**src/hdl/rcsmd_pkg.sv**
```systemverilog
// Package for the RC stick and mode-switch decoder.
// Request and response payload types, controller/datapath link types, constants.
// No dependencies.
`timescale 1ns / 1ps

package rcsmd_pkg;

   // Request payload: one RC frame of pulse widths in microseconds
   typedef struct packed {
      logic [4:0]  channel_count;
      logic [11:0] stick_raw_0;
      logic [11:0] stick_raw_1;
      logic [11:0] stick_raw_2;
      logic [11:0] stick_raw_3;
      logic [11:0] mode_raw;
      logic [11:0] gear_raw;
      logic [11:0] reboot_raw;
   } req_type;

   // Response payload
   typedef struct packed {
      logic               frame_valid;
      logic               hover_active;
      logic               hover_entered;
      logic               command_active;
      logic               command_entered;
      logic               reboot_toggle;
      logic signed [15:0] stick_out_0;
      logic signed [15:0] stick_out_1;
      logic signed [15:0] stick_out_2;
      logic signed [15:0] stick_out_3;
      logic               sticks_centred;
   } rsp_type;

   // Controller to datapath
   typedef struct packed {
      logic       capture;    // latch the request, clear range error
      logic       setup;      // prepare stick stick_idx
      logic       div_step;   // two quotient bits
      logic       div_store;  // write finished quotient to stick store
      logic       commit;     // update switch state, load response
      logic [1:0] stick_idx;
   } dp_cmd_type;

   // Datapath to controller
   typedef struct packed {
      logic short_frame;
      logic need_div;
      logic out_free;
   } dp_status_type;

   // CSR indexes
   localparam logic [1:0] CSR_DEAD_ZONE     = 2'd0;
   localparam logic [1:0] CSR_MODE_THRESH   = 2'd1;
   localparam logic [1:0] CSR_GEAR_THRESH   = 2'd2;
   localparam logic [1:0] CSR_REBOOT_THRESH = 2'd3;

   localparam logic [12:0] CENTRE_US      = 13'd1500;
   localparam logic [9:0]  HALF_SPAN_US   = 10'd500;
   localparam logic [8:0]  DEAD_ZONE_MAX  = 9'd450;
   localparam logic [11:0] SWITCH_MAX_US  = 12'd2100;
   localparam logic [4:0]  MIN_CHANNELS   = 5'd8;
   localparam logic [1:0]  LAST_STICK     = 2'd3;
   localparam logic [2:0]  DIV_LAST_STEP  = 3'd7;

   localparam logic [8:0]  DEAD_ZONE_RST  = 9'd125;
   localparam logic [10:0] MODE_THR_RST   = 11'd1750;
   localparam logic [10:0] GEAR_THR_RST   = 11'd1750;
   localparam logic [10:0] REBOOT_THR_RST = 11'd1500;

   localparam logic [15:0] STICK_POS_SAT  = 16'h7FFF;
   localparam logic [15:0] STICK_NEG_SAT  = 16'h8000;

endpackage

```
**src/hdl/rc_stick_mode_switch_decoder_unit.sv**
```systemverilog
// Top level of the RC stick and mode-switch decoder.
// Instantiates rcsmd_ctrl and rcsmd_datapath; uses rcsmd_pkg.
//
//   Port group | Direction | Handshake           | Carries
//   req_*      | in        | req_valid/req_ready | one RC frame (rcsmd_pkg::req_type)
//   rsp_*      | out       | rsp_valid/rsp_ready | decoded frame (rcsmd_pkg::rsp_type)
//   csr_*      | in        | csr_write_en        | index 0..3, 11-bit write data
//
// A full frame is latched, then each stick gets a set-up step and, unless skipped, the
// shared radix-4 divider (two quotient bits per step), then the frame is committed.
// Sticks inside the dead zone or in saturation skip the divider; short frames skip the
// sticks. The next request is taken once the commit is done, even while the previous
// response is still held. Commit waits when the response register is full.
// Reset is synchronous and active high; it loads the CSR defaults and decoder state.
`timescale 1ns / 1ps

module rc_stick_mode_switch_decoder_unit (
   input  logic               clock,
   input  logic               reset,
   input  logic               req_valid,
   output logic               req_ready,
   input  rcsmd_pkg::req_type req_data,
   output logic               rsp_valid,
   input  logic               rsp_ready,
   output rcsmd_pkg::rsp_type rsp_data,
   input  logic               csr_write_en,
   input  logic [1:0]         csr_index,
   input  logic [10:0]        csr_wdata
);

   rcsmd_pkg::dp_cmd_type    cmd;
   rcsmd_pkg::dp_status_type status;

   // sequencer: latch, four sticks, commit
   rcsmd_ctrl u_ctrl (
      .clock     (clock),
      .reset     (reset),
      .req_valid (req_valid),
      .req_ready (req_ready),
      .status    (status),
      .cmd       (cmd)
   );

   // CSRs, stick divider, switch logic and the response register
   rcsmd_datapath u_datapath (
      .clock        (clock),
      .reset        (reset),
      .req_data     (req_data),
      .csr_write_en (csr_write_en),
      .csr_index    (csr_index),
      .csr_wdata    (csr_wdata),
      .cmd          (cmd),
      .status       (status),
      .rsp_valid    (rsp_valid),
      .rsp_ready    (rsp_ready),
      .rsp_data     (rsp_data)
   );

endmodule

```
**src/hdl/rcsmd_ctrl.sv**
```systemverilog
// Controller for the RC decoder: sequences capture, four stick divisions and commit.
// Depends on rcsmd_pkg.
`timescale 1ns / 1ps

module rcsmd_ctrl (
   input  logic                    clock,
   input  logic                    reset,
   input  logic                    req_valid,
   output logic                    req_ready,
   input  rcsmd_pkg::dp_status_type status,
   output rcsmd_pkg::dp_cmd_type    cmd
);

   localparam logic [1:0] ST_IDLE   = 2'd0;
   localparam logic [1:0] ST_SETUP  = 2'd1;
   localparam logic [1:0] ST_DIV    = 2'd2;
   localparam logic [1:0] ST_COMMIT = 2'd3;

   logic [1:0] state_ff, state_in;
   logic [1:0] idx_ff, idx_in;
   logic [2:0] cnt_ff, cnt_in;

   always_comb begin
      state_in      = state_ff;
      idx_in        = idx_ff;
      cnt_in        = cnt_ff;
      req_ready     = 1'b0;
      cmd           = '0;
      cmd.stick_idx = idx_ff;
      case (state_ff)
         ST_IDLE: begin
            req_ready = 1'b1;
            if (req_valid) begin
               cmd.capture = 1'b1;
               idx_in      = '0;
               state_in    = ST_SETUP;
            end
         end
         ST_SETUP: begin
            if (status.short_frame) begin
               state_in = ST_COMMIT;
            end else begin
               cmd.setup = 1'b1;
               if (status.need_div) begin
                  cnt_in   = '0;
                  state_in = ST_DIV;
               end else if (idx_ff == rcsmd_pkg::LAST_STICK) begin
                  state_in = ST_COMMIT;
               end else begin
                  idx_in = idx_ff + 2'd1;
               end
            end
         end
         ST_DIV: begin
            cmd.div_step = 1'b1;
            cnt_in       = cnt_ff + 3'd1;
            if (cnt_ff == rcsmd_pkg::DIV_LAST_STEP) begin
               cmd.div_store = 1'b1;
               if (idx_ff == rcsmd_pkg::LAST_STICK) begin
                  state_in = ST_COMMIT;
               end else begin
                  idx_in   = idx_ff + 2'd1;
                  state_in = ST_SETUP;
               end
            end
         end
         ST_COMMIT: begin
            if (status.out_free) begin
               cmd.commit = 1'b1;
               state_in   = ST_IDLE;
            end
         end
         default: begin
            state_in = ST_IDLE;
         end
      endcase
   end

   always_ff @(posedge clock) begin
      if (reset) begin
         state_ff <= ST_IDLE;
         idx_ff   <= '0;
         cnt_ff   <= '0;
      end else begin
         state_ff <= state_in;
         idx_ff   <= idx_in;
         cnt_ff   <= cnt_in;
      end
   end

endmodule

```
**src/hdl/rcsmd_datapath.sv**
```systemverilog
// Datapath for the RC decoder: CSRs, stick mapping with a radix-4 divider,
// switch edge logic, stick store and response register.
// Depends on rcsmd_pkg.
`timescale 1ns / 1ps

module rcsmd_datapath (
   input  logic                     clock,
   input  logic                     reset,
   input  rcsmd_pkg::req_type       req_data,
   input  logic                     csr_write_en,
   input  logic [1:0]               csr_index,
   input  logic [10:0]              csr_wdata,
   input  rcsmd_pkg::dp_cmd_type    cmd,
   output rcsmd_pkg::dp_status_type status,
   output logic                     rsp_valid,
   input  logic                     rsp_ready,
   output rcsmd_pkg::rsp_type       rsp_data
);

   // CSRs
   logic [8:0]  dz_cfg_ff;
   logic [10:0] mode_thr_ff, gear_thr_ff, reboot_thr_ff;

   // captured request
   rcsmd_pkg::req_type req_ff;

   // decoder state
   logic [15:0] stick_ff [4];
   logic [11:0] prev_mode_ff, prev_gear_ff, prev_reboot_ff;
   logic        seeded_ff, hover_ff, command_ff, hold_ff;
   logic        bad_ff, bad_in;

   // divider
   logic [8:0]  rem_ff, rem_in;
   logic [15:0] low_ff, low_in;
   logic [15:0] quo_ff, quo_in;
   logic        neg_ff, neg_in;

   // response register
   logic               rsp_valid_ff, rsp_valid_in;
   rcsmd_pkg::rsp_type rsp_data_ff, rsp_data_in;

   // ---- stick set-up ----
   logic [8:0]  dz;
   logic [8:0]  den;
   logic [12:0] raw13, thr_hi, low_sum;
   logic [11:0] raw_sel, mag;
   logic        is_pos, is_neg, nonzero, range_bad, sat;
   logic [15:0] mag_x10, den_x11;
   logic [25:0] num;
   logic [15:0] imm_val;

   always_comb begin
      dz  = (dz_cfg_ff > rcsmd_pkg::DEAD_ZONE_MAX) ? rcsmd_pkg::DEAD_ZONE_MAX : dz_cfg_ff;
      den = 9'(rcsmd_pkg::HALF_SPAN_US - {1'b0, dz});
      case (cmd.stick_idx)
         2'd0:    raw_sel = req_ff.stick_raw_0;
         2'd1:    raw_sel = req_ff.stick_raw_1;
         2'd2:    raw_sel = req_ff.stick_raw_2;
         default: raw_sel = req_ff.stick_raw_3;
      endcase
      raw13   = {1'b0, raw_sel};
      thr_hi  = rcsmd_pkg::CENTRE_US + {4'd0, dz};
      low_sum = raw13 + {4'd0, dz};
      is_pos  = raw13 > thr_hi;
      is_neg  = low_sum < rcsmd_pkg::CENTRE_US;
      if (is_pos) begin
         mag = 12'(raw13 - thr_hi);
      end else if (is_neg) begin
         mag = 12'(rcsmd_pkg::CENTRE_US - low_sum);
      end else begin
         mag = '0;
      end
      nonzero   = is_pos | is_neg;
      mag_x10   = {1'b0, mag, 3'd0} + {3'd0, mag, 1'b0};
      den_x11   = {4'd0, den, 3'd0} + {6'd0, den, 1'b0} + {7'd0, den};
      range_bad = nonzero && (mag_x10 > den_x11);
      // rounded numerator; quotient saturates once it reaches 2^15
      num     = {mag, 14'd0} + {18'd0, den[8:1]};
      sat     = num >= {2'd0, den, 15'd0};
      if (!nonzero) begin
         imm_val = '0;
      end else if (is_neg) begin
         imm_val = rcsmd_pkg::STICK_NEG_SAT;
      end else begin
         imm_val = rcsmd_pkg::STICK_POS_SAT;
      end
   end

   // ---- divider: two restoring steps per cycle ----
   logic [9:0] r1, r2;
   logic [8:0] r1s, r2s;
   logic       b1, b2;
   logic [15:0] div_val;

   always_comb begin
      r1     = {rem_ff, low_ff[15]};
      b1     = r1 >= {1'b0, den};
      r1s    = b1 ? 9'(r1 - {1'b0, den}) : r1[8:0];
      r2     = {r1s, low_ff[14]};
      b2     = r2 >= {1'b0, den};
      r2s    = b2 ? 9'(r2 - {1'b0, den}) : r2[8:0];
      rem_in = rem_ff;
      low_in = low_ff;
      quo_in = quo_ff;
      neg_in = neg_ff;
      if (cmd.setup) begin
         rem_in = num[24:16];
         low_in = num[15:0];
         quo_in = '0;
         neg_in = is_neg;
      end else if (cmd.div_step) begin
         rem_in = r2s;
         low_in = {low_ff[13:0], 2'd0};
         quo_in = {quo_ff[13:0], b1, b2};
      end
      div_val = neg_ff ? 16'(-quo_in) : quo_in;
   end

   always_comb begin
      bad_in = bad_ff;
      if (cmd.capture) begin
         bad_in = 1'b0;
      end else if (cmd.setup && range_bad) begin
         bad_in = 1'b1;
      end
   end

   // ---- switch logic at commit ----
   logic        short_frame;
   logic [11:0] pm, pg, pr;
   logic [11:0] mode_thr, gear_thr, reboot_thr;
   logic        hover_in, command_in, hold_in, hover_edge, toggle, valid;
   logic        centred;

   always_comb begin
      short_frame = req_ff.channel_count < rcsmd_pkg::MIN_CHANNELS;
      mode_thr    = {1'b0, mode_thr_ff};
      gear_thr    = {1'b0, gear_thr_ff};
      reboot_thr  = {1'b0, reboot_thr_ff};
      pm = seeded_ff ? prev_mode_ff   : req_ff.mode_raw;
      pg = seeded_ff ? prev_gear_ff   : req_ff.gear_raw;
      pr = seeded_ff ? prev_reboot_ff : req_ff.reboot_raw;
      hover_in   = hover_ff;
      command_in = command_ff;
      hold_in    = hold_ff;
      hover_edge = 1'b0;
      toggle     = 1'b0;
      valid      = 1'b0;
      if (short_frame) begin
         hold_in = 1'b0;
      end else begin
         valid = !bad_ff && (req_ff.mode_raw <= rcsmd_pkg::SWITCH_MAX_US)
                 && (req_ff.gear_raw <= rcsmd_pkg::SWITCH_MAX_US)
                 && (req_ff.reboot_raw <= rcsmd_pkg::SWITCH_MAX_US);
         hover_edge = (pm < mode_thr) && (req_ff.mode_raw > mode_thr);
         hover_in   = req_ff.mode_raw > mode_thr;
         if (hover_in) begin
            if ((pg < gear_thr) && (req_ff.gear_raw > gear_thr)) begin
               hold_in = 1'b1;
            end else if (req_ff.gear_raw < gear_thr) begin
               hold_in = 1'b0;
            end
            command_in = req_ff.gear_raw > gear_thr;
         end
         toggle = !hover_in && !command_in && (pr < reboot_thr)
                  && (req_ff.reboot_raw > reboot_thr);
      end
      centred = (stick_ff[0] == '0) && (stick_ff[1] == '0)
                && (stick_ff[2] == '0) && (stick_ff[3] == '0);

      rsp_data_in.frame_valid     = valid;
      rsp_data_in.hover_active    = hover_in;
      rsp_data_in.hover_entered   = hover_edge;
      rsp_data_in.command_active  = command_in;
      rsp_data_in.command_entered = hold_in;
      rsp_data_in.reboot_toggle   = toggle;
      rsp_data_in.stick_out_0     = stick_ff[0];
      rsp_data_in.stick_out_1     = stick_ff[1];
      rsp_data_in.stick_out_2     = stick_ff[2];
      rsp_data_in.stick_out_3     = stick_ff[3];
      rsp_data_in.sticks_centred  = centred;

      rsp_valid_in = rsp_valid_ff;
      if (cmd.commit) begin
         rsp_valid_in = 1'b1;
      end else if (rsp_ready) begin
         rsp_valid_in = 1'b0;
      end
   end

   assign status.short_frame = short_frame;
   assign status.need_div    = nonzero && !sat;
   assign status.out_free    = !rsp_valid_ff || rsp_ready;
   assign rsp_valid          = rsp_valid_ff;
   assign rsp_data           = rsp_data_ff;

   // ---- registers ----
   always_ff @(posedge clock) begin
      if (reset) begin
         dz_cfg_ff      <= rcsmd_pkg::DEAD_ZONE_RST;
         mode_thr_ff    <= rcsmd_pkg::MODE_THR_RST;
         gear_thr_ff    <= rcsmd_pkg::GEAR_THR_RST;
         reboot_thr_ff  <= rcsmd_pkg::REBOOT_THR_RST;
         stick_ff[0]    <= '0;
         stick_ff[1]    <= '0;
         stick_ff[2]    <= '0;
         stick_ff[3]    <= '0;
         prev_mode_ff   <= '0;
         prev_gear_ff   <= '0;
         prev_reboot_ff <= '0;
         seeded_ff      <= 1'b0;
         hover_ff       <= 1'b1;
         command_ff     <= 1'b1;
         hold_ff        <= 1'b0;
         bad_ff         <= 1'b0;
         rsp_valid_ff   <= 1'b0;
      end else begin
         if (csr_write_en) begin
            case (csr_index)
               rcsmd_pkg::CSR_DEAD_ZONE:     dz_cfg_ff     <= csr_wdata[8:0];
               rcsmd_pkg::CSR_MODE_THRESH:   mode_thr_ff   <= csr_wdata;
               rcsmd_pkg::CSR_GEAR_THRESH:   gear_thr_ff   <= csr_wdata;
               rcsmd_pkg::CSR_REBOOT_THRESH: reboot_thr_ff <= csr_wdata;
               default: ;
            endcase
         end
         if (cmd.setup && !(nonzero && !sat)) begin
            stick_ff[cmd.stick_idx] <= imm_val;
         end else if (cmd.div_store) begin
            stick_ff[cmd.stick_idx] <= div_val;
         end
         if (cmd.commit) begin
            hover_ff   <= hover_in;
            command_ff <= command_in;
            hold_ff    <= hold_in;
            if (!short_frame) begin
               seeded_ff      <= 1'b1;
               prev_mode_ff   <= req_ff.mode_raw;
               prev_gear_ff   <= req_ff.gear_raw;
               prev_reboot_ff <= req_ff.reboot_raw;
            end
         end
         bad_ff       <= bad_in;
         rsp_valid_ff <= rsp_valid_in;
      end
   end

   always_ff @(posedge clock) begin
      if (cmd.capture) begin
         req_ff <= req_data;
      end
      rem_ff <= rem_in;
      low_ff <= low_in;
      quo_ff <= quo_in;
      neg_ff <= neg_in;
      if (cmd.commit) begin
         rsp_data_ff <= rsp_data_in;
      end
   end

endmodule
```
**config.mk**
```make
export PLATFORM = sky130hd
export DESIGN_NAME = rc_stick_mode_switch_decoder_unit
export DESIGN_NICKNAME = d
export VERILOG_FILES = /design/src/hdl/rcsmd_pkg.sv /design/src/hdl/rc_stick_mode_switch_decoder_unit.sv /design/src/hdl/rcsmd_ctrl.sv /design/src/hdl/rcsmd_datapath.sv
export SDC_FILE = /design/constraint.sdc
export NUM_CORES = 1
export LEC_CHECK = 0
export ABC_CLOCK_PERIOD_IN_PS = 19000
export BUFFER_PORTS_ARGS = -buffer_cell sky130_fd_sc_hd__buf_2
export CORE_ASPECT_RATIO = 0.9
export CORE_MARGIN = 2
export CORE_UTILIZATION = 40
export CTS_BUF_LIST = sky130_fd_sc_hd__clkbuf_16
export DETAILED_ROUTE_END_ITERATION = 16
export GPL_TIMING_DRIVEN = 0
export SYNTH_ARGS = -nofsm -noshare
export SYNTH_HDL_FRONTEND = slang
export SYNTH_SLANG_ARGS = --single-unit
```
**constraint.sdc**
```tcl
create_clock -name clock -period 19 [get_ports clock]
set_input_delay 3.8 -clock clock [delete_from_list [all_inputs] [get_ports clock]]
set_output_delay 3.8 -clock clock [all_outputs]
set_load 0.02 [all_outputs]
```
==> results.yml <==
detailed_routing:
  wl_per_cell_um: 18.4
  drt.antenna.violating_nets: 0
  dr_wl_met2_um: 22200
  vias: 14409
  number_of_drc_violations_after_detailed_routing: 0
  top_layer_used: "met4"
  wl_met1_um: 23500
  routed_wl_um: 49500
  drtIter0Drc: 915
  wl_met3_um: 2600
  via_per_inst: 5.36
  drt_pre_antenna_iters: 6
grt:
  initial_antenna_violation_count: 2
  pin_count_of_the_biggest_net_entering_global_routing: 75
  first_pass_grt_wire_length_um: 78500
  grt_util_all_layers_pct: 19.8
  grt_pass1_vias: 14381
  gr-total-overflow: 0
power_and_ir_drop:
  static-leakage-power_nw: 8.95
  peakVddDrop_v: 0.000121
  p_per_area_nw_per_um2: 181
  total_power_w: 0.00405
clock_tree:
  cts_buffers: 40
  postCtsSetupRepairBufs: 0
  ctsRootBufferMaster: "sky130_fd_sc_hd__clkbuf_16"
  cts.reportedPaths.clkPinSlew_ns: 0.06
  clkLatencyLatePin_ns: 0.57
  clock_tree.buffer_depth: 3
  cts_tree: "yes"
  clock_sinks: 354
  holdBufCountCts: 0
  h-tree-depth: 2
  cts.repair.resized: 0
final_layout:
  nets: 2308
  area_of_combinational_cells_with_multiple_inputs_um2: 9070
  postLayoutCoreUtil_pct: 46.8
  syn2layout_area_growth_pct: 15.6
  final_layout_size_suffix_gt1_share_pct: 16.6
  register_area_um2: 9560
  antennaDiodeCount: 0
  n_fill_cell: 4430
synth:
  synth.largest_area_cell: "sky130_fd_sc_hd__edfxtp_1"
  mappedNetlistNets: 2090
  yosys_register_bits: 354
  syn-cell-area_um2: 19400
  synthesis.area_per_instance_um2: 10.7
  post_synth_main_area_contributors: "sky130_fd_sc_hd__edfxtp_1 38%, sky130_fd_sc_hd__dfxtp_1 11%, sky130_fd_sc_hd__ha_1 10%, sky130_fd_sc_hd__nand2_1 3.9%, sky130_fd_sc_hd__a21oi_1 3.6%"
  synth-warning-count: 0
  number_of_instances_in_the_synthesized_netlist: 1814
  yosysSeqAreaShare_pct: 49.4
  ys_dominant_reg_cell: "sky130_fd_sc_hd__edfxtp_1"
  synth_edf_count: 247
  netlist.area_leader.share_pct: 38.3
  synth_cell_type_count: 99
  asyncSetResetFlopFracSynth_pct: 0
run_status:
  run_status: "finished, final reports clean"
sta:
  worst_slew_margin_relative_to_its_limit_pct: 26.4
  clock_skews_ns: 0.0193
  slew_viol_final: 0
  finalSetupTns_ns: 0
  final-hold-violation-count: 0
  fmax_mhz: 112
  fraction_of_the_cycle_the_final_worst_path_needs_pct: 47.0
  period_needed_ns: 8.92
  setup_viol: 0
  grt_setup_unrepaired: "false"
  worst_pin_slew_ns: 1.10
floorplan:
  rows: 76
  ioPinCount: 180
  die_width_um: 236
  design.die.area_um2: 50200
  die_height_um: 213
  initial_utilization_pct: 40.5
  floorplan.core_area_um2: 47800
hold_path:
  min-delay-path-class: "flip-flop to flip-flop"
worst_setup_path:
  worst_setup_path_start_kind: "flip-flop"
  critical_path_required_ns: 19.44
  worst_setup_path_end_kind: "flip-flop"
  critical_path.n_buffers_inverters: 5
  cp_slowest_cell: "sky130_fd_sc_hd__o21ai_0"
  critical_path.max_stage_delay_ns: 0.60
  critical-path-top-cell-by-count: "sky130_fd_sc_hd__ha_1"
  cp_top_family: "compound AO/OA/AOI/OAI gates"
  worstPathArrival_ns: 9.36
  worst-setup-path-type: "flip-flop to flip-flop"
  crit_fanout: 10
place:
  numPortBuffers: 175
  detailed_place_hpwl_um: 37500
  routabilityCongestion: 0.903
job:
  cap_viol_max_count: 0
-- cell families after synthesis --
kind of cell             synth area share (%)
AND/OR/NAND/NOR                          13.4
AO/OA/AOI/OAI                            15.2
flip-flops                               49.4
buffers and inverters                    3.79
adder cells (fa/ha/maj)                  11.2
XOR/XNOR                                 3.35
multiplexers                             3.65
other                                  0.0194
-- synth_stat cells (all sizes together) (4+ instances only) --
library cell	n
xnor2	52
o31ai	13
nand2b	23
mux2	37
a21o	30
and2	12
o211ai	34
nor4	25
o21a	23
fa	7
inv	115
a31oi	8
o22ai	6
nor2b	23
o21ai	74
nand3	23
clkbuf	45
a222oi	10
nor3b	4
nand4	22
mux2i	29
a211oi	15
buf	18
nor3	19
ha	162
or2	10
or4	9
xor2	22
o31a	6
edfxtp	247
nor2	150
a2111oi	4
or3	6
dfxtp	107
a21oi	150
and3	8
nand2	203
o21bai	8
-- cell type report --
type | count | share of cell area, %
inverters | 115 | 1.95
clock buffers | 40 | 4.47
multi-input cells | 1282 | 40.6
clock inverters | 32 | 1.42
repair buffers | 176 | 4.04
flip-flops and latches | 354 | 42.7
plain buffers | 63 | 1.34
well taps | 624 | 3.49
-- placed cells by master, fill, tap and decap left out, types with 6 or more instances in the layout --
cell type	netlist	layout
sky130_fd_sc_hd__edfxtp_1	247	247
sky130_fd_sc_hd__nand2_1	201	201
sky130_fd_sc_hd__buf_2	8	183
sky130_fd_sc_hd__ha_1	162	162
sky130_fd_sc_hd__nor2_1	150	150
sky130_fd_sc_hd__a21oi_1	138	138
sky130_fd_sc_hd__inv_1	113	118
sky130_fd_sc_hd__dfxtp_1	107	107
sky130_fd_sc_hd__o21ai_0	71	70
sky130_fd_sc_hd__xnor2_1	52	52
sky130_fd_sc_hd__clkbuf_1	44	44
sky130_fd_sc_hd__clkbuf_16	0	40
sky130_fd_sc_hd__mux2_2	37	37
sky130_fd_sc_hd__o211ai_1	31	31
sky130_fd_sc_hd__mux2i_1	29	29
sky130_fd_sc_hd__a21o_1	28	28
sky130_fd_sc_hd__nor2b_1	23	23
sky130_fd_sc_hd__nand2b_1	23	23
sky130_fd_sc_hd__o21a_1	23	23
sky130_fd_sc_hd__nand3_1	23	23
sky130_fd_sc_hd__nor4_1	23	23
sky130_fd_sc_hd__xor2_1	22	22
sky130_fd_sc_hd__nand4_1	20	20
sky130_fd_sc_hd__nor3_1	19	19
sky130_fd_sc_hd__a211oi_1	13	13
sky130_fd_sc_hd__o31ai_1	13	13
sky130_fd_sc_hd__and2_1	12	11
sky130_fd_sc_hd__a222oi_1	10	10
sky130_fd_sc_hd__a21oi_4	10	10
sky130_fd_sc_hd__or2_2	9	9
sky130_fd_sc_hd__o21bai_1	8	8
sky130_fd_sc_hd__and3_1	8	8
sky130_fd_sc_hd__or4_1	7	7
sky130_fd_sc_hd__fa_1	7	7
sky130_fd_sc_hd__clkinv_2	0	7
sky130_fd_sc_hd__o31a_1	6	6
sky130_fd_sc_hd__a31oi_1	6	6
sky130_fd_sc_hd__o22ai_1	6	6
-- metrics by stage --
stage	cells	setup WS (ns)	hold slack [ns]	area, um2
2_1_floorplan	1814	11.80	0.421	19400
4_1_cts	2686	10.07	0.453	22400
3_5_place_dp	2614	10.12	0.439	21100
6_report	2686	10.08	0.452	22400
5_1_grt	2686	9.33	0.460	22400
3_3_place_gp	2613	10.20	0.432	21000
-- registers in the layout, summed over array words and instances (netlist names), 2 cells and up --
| signal | flops |
|---|---|
| u_datapath.gear_thr_ff | 11 |
| u_datapath.prev_gear_ff | 12 |
| u_datapath.prev_mode_ff | 12 |
| u_datapath.dz_cfg_ff | 9 |
| u_datapath.req_ff | 86 |
| u_ctrl.state_ff | 2 |
| u_datapath.prev_reboot_ff | 12 |
| u_datapath.mode_thr_ff | 11 |
| u_ctrl.idx_ff | 2 |
| u_datapath.quo_ff | 16 |
| u_datapath.low_ff | 16 |
| u_datapath.stick_ff | 64 |
| u_datapath.reboot_thr_ff | 11 |
| u_ctrl.cnt_ff | 3 |
| u_datapath.rsp_data | 71 |
| u_datapath.rem_ff | 9 |
-- final timing paths --
check                                               start                      end  slack, ns  cells after the start
worst min register to register  u_datapath.stick_ff[1][6]  u_datapath.rsp_data[39]       0.45                      0
worst max register to register           u_ctrl.idx_ff[1]        u_datapath.bad_ff      10.08                     36
worst max-delay path                     u_ctrl.idx_ff[1]        u_datapath.bad_ff      10.08                     36
worst min-delay path            u_datapath.stick_ff[1][6]  u_datapath.rsp_data[39]       0.45                      0
-- worst reg2reg max path: cells and delay by family, from the launching register on --
family,cells,cell delay [ns]
compound gates,14,3.68
fa+ha+maj,6,1.89
simple gates,8,1.37
buf+inv,5,1.06
flops,1,0.36
mux,2,0.26
xor+xnor,1,0.17
-- per-layer routing --
metal  global-route usage (%)  up-vias
met5                        0        -
met4                     6.70        0
met3                     2.88       79
met2                     31.8      374
met1                     27.5     6897
li1                         -     7059
-- power breakdown --
part / internal [W] / total [W] / switching, W
clock: 0.000456 / 0.000781 / 0.000325
sequential: 0.000985 / 0.00105 / 0.0000673
combinational: 0.000896 / 0.00222 / 0.00132
total: 0.00234 / 0.00405 / 0.00171
No activity file was read; power rests on OpenSTA's default activity.
